`src/hdl/npcd_pkg.sv`:
```
// ----------------------------------------------------------------------------
// npcd_pkg
// Shared types and constants of the nearest palette colour decoder.
// ----------------------------------------------------------------------------
`default_nettype none

package npcd_pkg;

    localparam int PALETTE_DEPTH = 256;
    localparam int IDX_W         = (PALETTE_DEPTH > 1) ? $clog2(PALETTE_DEPTH) : 1;
    localparam int CNT_W         = $clog2(PALETTE_DEPTH + 1);
    localparam int IDX_XW        = (IDX_W > 8) ? IDX_W : 8;

    localparam int CHAN_W  = 8;
    localparam int PIX_W   = 3 * CHAN_W;
    localparam int DIST_W  = 18;
    localparam int VAL_W   = 40;
    localparam int REG_W   = 32;
    localparam int PROD_W  = IDX_W + REG_W + 1;
    localparam int SUM_W   = (PROD_W + 1 > VAL_W + 1) ? PROD_W + 1 : VAL_W + 1;

    localparam int QUEUE_DEPTH = 2;
    localparam int QPTR_W      = $clog2(QUEUE_DEPTH);
    localparam int QCNT_W      = $clog2(QUEUE_DEPTH + 1);

    // command codes on the input port
    localparam logic [1:0] CMD_APPEND = 2'd0;
    localparam logic [1:0] CMD_DECODE = 2'd1;
    localparam logic [1:0] CMD_CLEAR  = 2'd2;
    localparam logic [1:0] CMD_UNUSED = 2'd3;

    // configuration register indexes
    localparam logic [1:0] CFG_DECODE_ENABLED  = 2'd0;
    localparam logic [1:0] CFG_VALUE_MINIMUM   = 2'd1;
    localparam logic [1:0] CFG_VALUE_INCREMENT = 2'd2;

    localparam logic signed [REG_W-1:0] INCREMENT_RESET = 32'sd256;

    typedef enum logic [1:0] {
        OP_APPEND,
        OP_DECODE,
        OP_CLEAR
    } t_op;

    typedef struct packed {
        logic [CHAN_W-1:0] blue;
        logic [CHAN_W-1:0] green;
        logic [CHAN_W-1:0] red;
    } t_pix;

    typedef struct packed {
        t_op  op;
        t_pix pix;
    } t_item;

    typedef struct packed {
        logic empty;
        logic full;
    } t_qstat;

    typedef struct packed {
        logic                    decode_enabled;
        logic signed [REG_W-1:0] value_minimum;
        logic signed [REG_W-1:0] value_increment;
    } t_cfg;

    typedef enum logic [2:0] {
        ST_IDLE,
        ST_SCAN,
        ST_DRAIN,
        ST_MUL,
        ST_SUM
    } t_state;

endpackage

`default_nettype wire

```
`src/hdl/npcd_queue.sv`:
```
// ----------------------------------------------------------------------------
// npcd_queue
// Short FIFO of classified items between intake and palette engine.
// ----------------------------------------------------------------------------
`default_nettype none

module npcd_queue (
    input  wire logic            i_clk,
    input  wire logic            i_rst_n,
    input  wire logic            i_push,
    input  wire npcd_pkg::t_item i_item,
    input  wire logic            i_pop,
    output npcd_pkg::t_item      o_item,
    output npcd_pkg::t_qstat     o_qstat
);

    npcd_pkg::t_item                  r_entry [npcd_pkg::QUEUE_DEPTH];
    logic [npcd_pkg::QPTR_W-1:0]      r_wptr;
    logic [npcd_pkg::QPTR_W-1:0]      r_rptr;
    logic [npcd_pkg::QCNT_W-1:0]      r_count;

    always_ff @(posedge i_clk) begin
        if (i_push) begin
            r_entry[r_wptr] <= i_item;
        end
    end

    always_ff @(posedge i_clk) begin
        if (!i_rst_n) begin
            r_wptr  <= '0;
            r_rptr  <= '0;
            r_count <= '0;
        end else begin
            if (i_push) begin
                r_wptr <= r_wptr + 1'b1;
            end
            if (i_pop) begin
                r_rptr <= r_rptr + 1'b1;
            end
            priority if (i_push && !i_pop) begin
                r_count <= r_count + 1'b1;
            end else if (i_pop && !i_push) begin
                r_count <= r_count - 1'b1;
            end
        end
    end

    assign o_item        = r_entry[r_rptr];
    assign o_qstat.empty = (r_count == '0);
    assign o_qstat.full  = (r_count == npcd_pkg::QCNT_W'(npcd_pkg::QUEUE_DEPTH));

endmodule

`default_nettype wire

```
`config.mk`:
```
export PLATFORM = sky130hd
export DESIGN_NAME = npcd_queue
export DESIGN_NICKNAME = d
export VERILOG_FILES = /design/src/hdl/npcd_pkg.sv /design/src/hdl/npcd_queue.sv
export SDC_FILE = /design/constraint.sdc
export NUM_CORES = 1
export LEC_CHECK = 0
export BUFFER_PORTS_ARGS = -buffer_cell sky130_fd_sc_hd__buf_2
export CAP_MARGIN = 20
export CORE_ASPECT_RATIO = 0.9
export CORE_MARGIN = 2
export CORE_UTILIZATION = 55
export DETAILED_ROUTE_END_ITERATION = 10
export PLACE_DENSITY = 0.82
export SETUP_SLACK_MARGIN = 0.05
export SYNTH_ARGS = -nofsm -noshare
export SYNTH_HDL_FRONTEND = slang
export SYNTH_SLANG_ARGS = --single-unit
```
`constraint.sdc`:
```
create_clock -name i_clk -period 4.4 [get_ports i_clk]
set_input_delay 0.66 -clock i_clk [delete_from_list [all_inputs] [get_ports i_clk]]
set_output_delay 0.66 -clock i_clk [all_outputs]
set_load 0.05 [all_outputs]
```
==> flow_summary.yaml <==
route:
  drt-initial-drc-count: 115
  ant_nets: 0
  vias_per_cell: 5.15
  firstDrtPassIters: 4
  wl_per_cell_um: 16.1
  drc: 0
  vias: 1144
  drt_wl_total_mm: 3.58
critical_path:
  path_cells: "buf_16 > mux2_2 > buf_2"
  crit_path_start_kind: "flop"
  critPathKind: "reg2out"
  setup.worst_path.end_class: "output port"
  critPathTopFamily: "flip-flops"
  arrival_ns: 1.66
  crit_path_max_incr_delay_ns: 0.56
  path_buf_inv: 2
  required_ns: 3.74
  path_max_fanout: 20
  slowest_stage: "dfxtp_1"
pwr:
  p_leak_nw: 1.02
  p_per_area_nw_per_um2: 488
  power_mw: 1.30
  ir_drop_mv: 0.322
status:
  status: "complete, no violations"
clock_network:
  cts_max_level: 3
  hold_buffers: 0
  cts_tree: "yes"
  max-clock-path-buffers: 2
  cts_setup_buffers: 0
  numClockSinks: 57
  cts-root-buf: "clkbuf_8"
  cts_resized: 0
  cts_made_buffers: 9
  clkLatencyLatePin_ns: 0.32
  path_clk_slew_ns: 0.05
synth:
  synth-main-ff-cell: "edfxtp_1"
  yosysSeqAreaShare_pct: 79.4
  avgSynthCellArea_um2: 20.3
  ys_warn_count: 0
  synth_top_cell_by_area: "edfxtp_1"
  synth.top_cells.by_count: "52 x edfxtp_1, 26 x mux2_2, 5 x dfxtp_1"
  synth_fp_nets: 134
  yosysMostFrequentCell: "edfxtp_1"
  netlist_top_cells_area: "edfxtp_1 75%, mux2_2 14%, dfxtp_1 4.8%"
  synth_top_area_share_pct: 74.6
  yosysUniqueCellTypes: 17
  synth_seq_cells: 57
  netlist_instances: 103
  async_flop_share_pct: 0
  synth_edf_count: 52
  synth_area_um2: 2090
global_routing:
  grt_use_total_pct: 16.7
  busiest_layer: "met2"
  use_met2_pct: 28.5
  grt_overflow: 0
  grt_pass1_vias: 1156
  grt_max_degree: 27
  met3_usage_pct: 4.35
  grt_pass1_wl_mm: 5.31
  antenna_found_initial: 0
  use_met1_pct: 18.7
run:
  cap_violations: 0
floorplan:
  core-area_um2: 3680
  die_h_um: 62.5
  pin_count: 58
  die-area_um2: 4320
  die_width_um: 69.0
  start_util_pct: 56.9
  placementRows: 21
sta:
  fmax_mhz: 431
  setup_viol_count_final: 0
  hold_viol: 0
  worst_slew_pin_slew_ns: 0.550
  fin_crit_ns: 2.32
  timing.hold.ws_ns: 0.515
  fin_tns_setup_ns: 0
  max-slew-margin-rel_pct: 63.2
  rsz0062_at_grt: "false"
  setup_ws_ns: 2.08
  post-route-period-util_pct: 52.7
  fin_skew_ns: 0.00821
  slew_viol_final: 0
placement:
  dp_slack_ns: 2.04
  numPortBuffers: 57
  dp_hpwl_mm: 2.30
  gp_congestion: 0.713
final_layout:
  insertedDiodeCount: 0
  drive_gt1_share_pct: 55.7
  finalCoreUtilization_pct: 72.2
  nets: 202
  area_delta_synth_final_pct: 27.0
min_path:
  hp-class: "reg2reg"
==> report_power, final <==
part / leakage (nW) / total (mW) / internal (mW) / switching, mW
sequential: 0.530 / 0.637 / 0.624 / 0.0127
combinational: 0.409 / 0.217 / 0.0691 / 0.148
clock: 0.0859 / 0.441 / 0.263 / 0.178
==> layout by cell type, fill, tap and decap left out <==
cell type   n
nor2b_2     1
ha_1        1
buf_2      57
xor2_1      2
mux2_2     26
a21boi_1    1
inv_1       1
and2b_2     1
buf_4       1
and2_1      4
xnor2_1     1
or3_1       1
nor2b_1     1
o21ai_0     1
clkbuf_8    9
bufinv_16   1
o21a_1      1
dfxtp_1     5
nor2_1      1
buf_16      2
clkbuf_1    6
edfxtp_1   52
==> cells by family (layout without fill, tap and decap cells) <==
kind of cell	count (synthesis)	after routing	share of synthesized area, %
DFF	57	57	79.4
muxes	26	26	14.0
and+or+nand+nor	9	9	2.69
buffers and inverters	4	77	1.14
AOI/OAI and AO/OA	3	3	0.956
xor gates and xnor gates	3	3	1.26
adders and majority gates	1	1	0.598
==> sequential cells by signal, summed over array words and instances (netlist names), named ones only <==
signal,flops
r_count,2
r_rptr,1
r_wptr,1
r_entry,52
==> layout make-up <==
cell class,instances,area [um2]
clock buffers,15,146
clock inverters,1,30.0
fillers,235,1020
inverters,1,3.75
multi-input cells,42,410
flip-flops and latches,57,1660
well taps,46,57.6
repair buffers,60,348
==> per-stage QoR <==
stage,instance area (um2),std cells
6_report,2660,222
5_1_grt,2660,222
4_1_cts,2600,220
3_5_place_dp,2430,204
3_3_place_gp,2430,204
2_1_floorplan,2090,103
==> path summary, 6_finish.rpt <==
kind / to / slack, ns / cells after the start / start
max reg2reg: r_entry[0][13] / 2.92 / 2 / r_wptr
min: r_count[1] / 0.52 / 2 / r_count[1]
max: o_item[6] / 2.08 / 3 / flop
min reg2reg: r_count[1] / 0.52 / 2 / r_count[1]
==> worst min-delay path, delay by kind of cell, from the launching register on <==
| kind | cells | cell delay [ns] |
|---|---|---|
| DFF | 1 | 0.33 |
| AOI/OAI and AO/OA | 2 | 0.14 |
==> metal layers <==
metal,part of all wire (%),wire length [um],vias up
met5,0,0,-
met4,0.98,35,0
met3,3.8,137,4
met2,55,1970,35
met1,40,1430,571
li1,-,-,534
No activity file was read; power rests on OpenSTA's default activity.
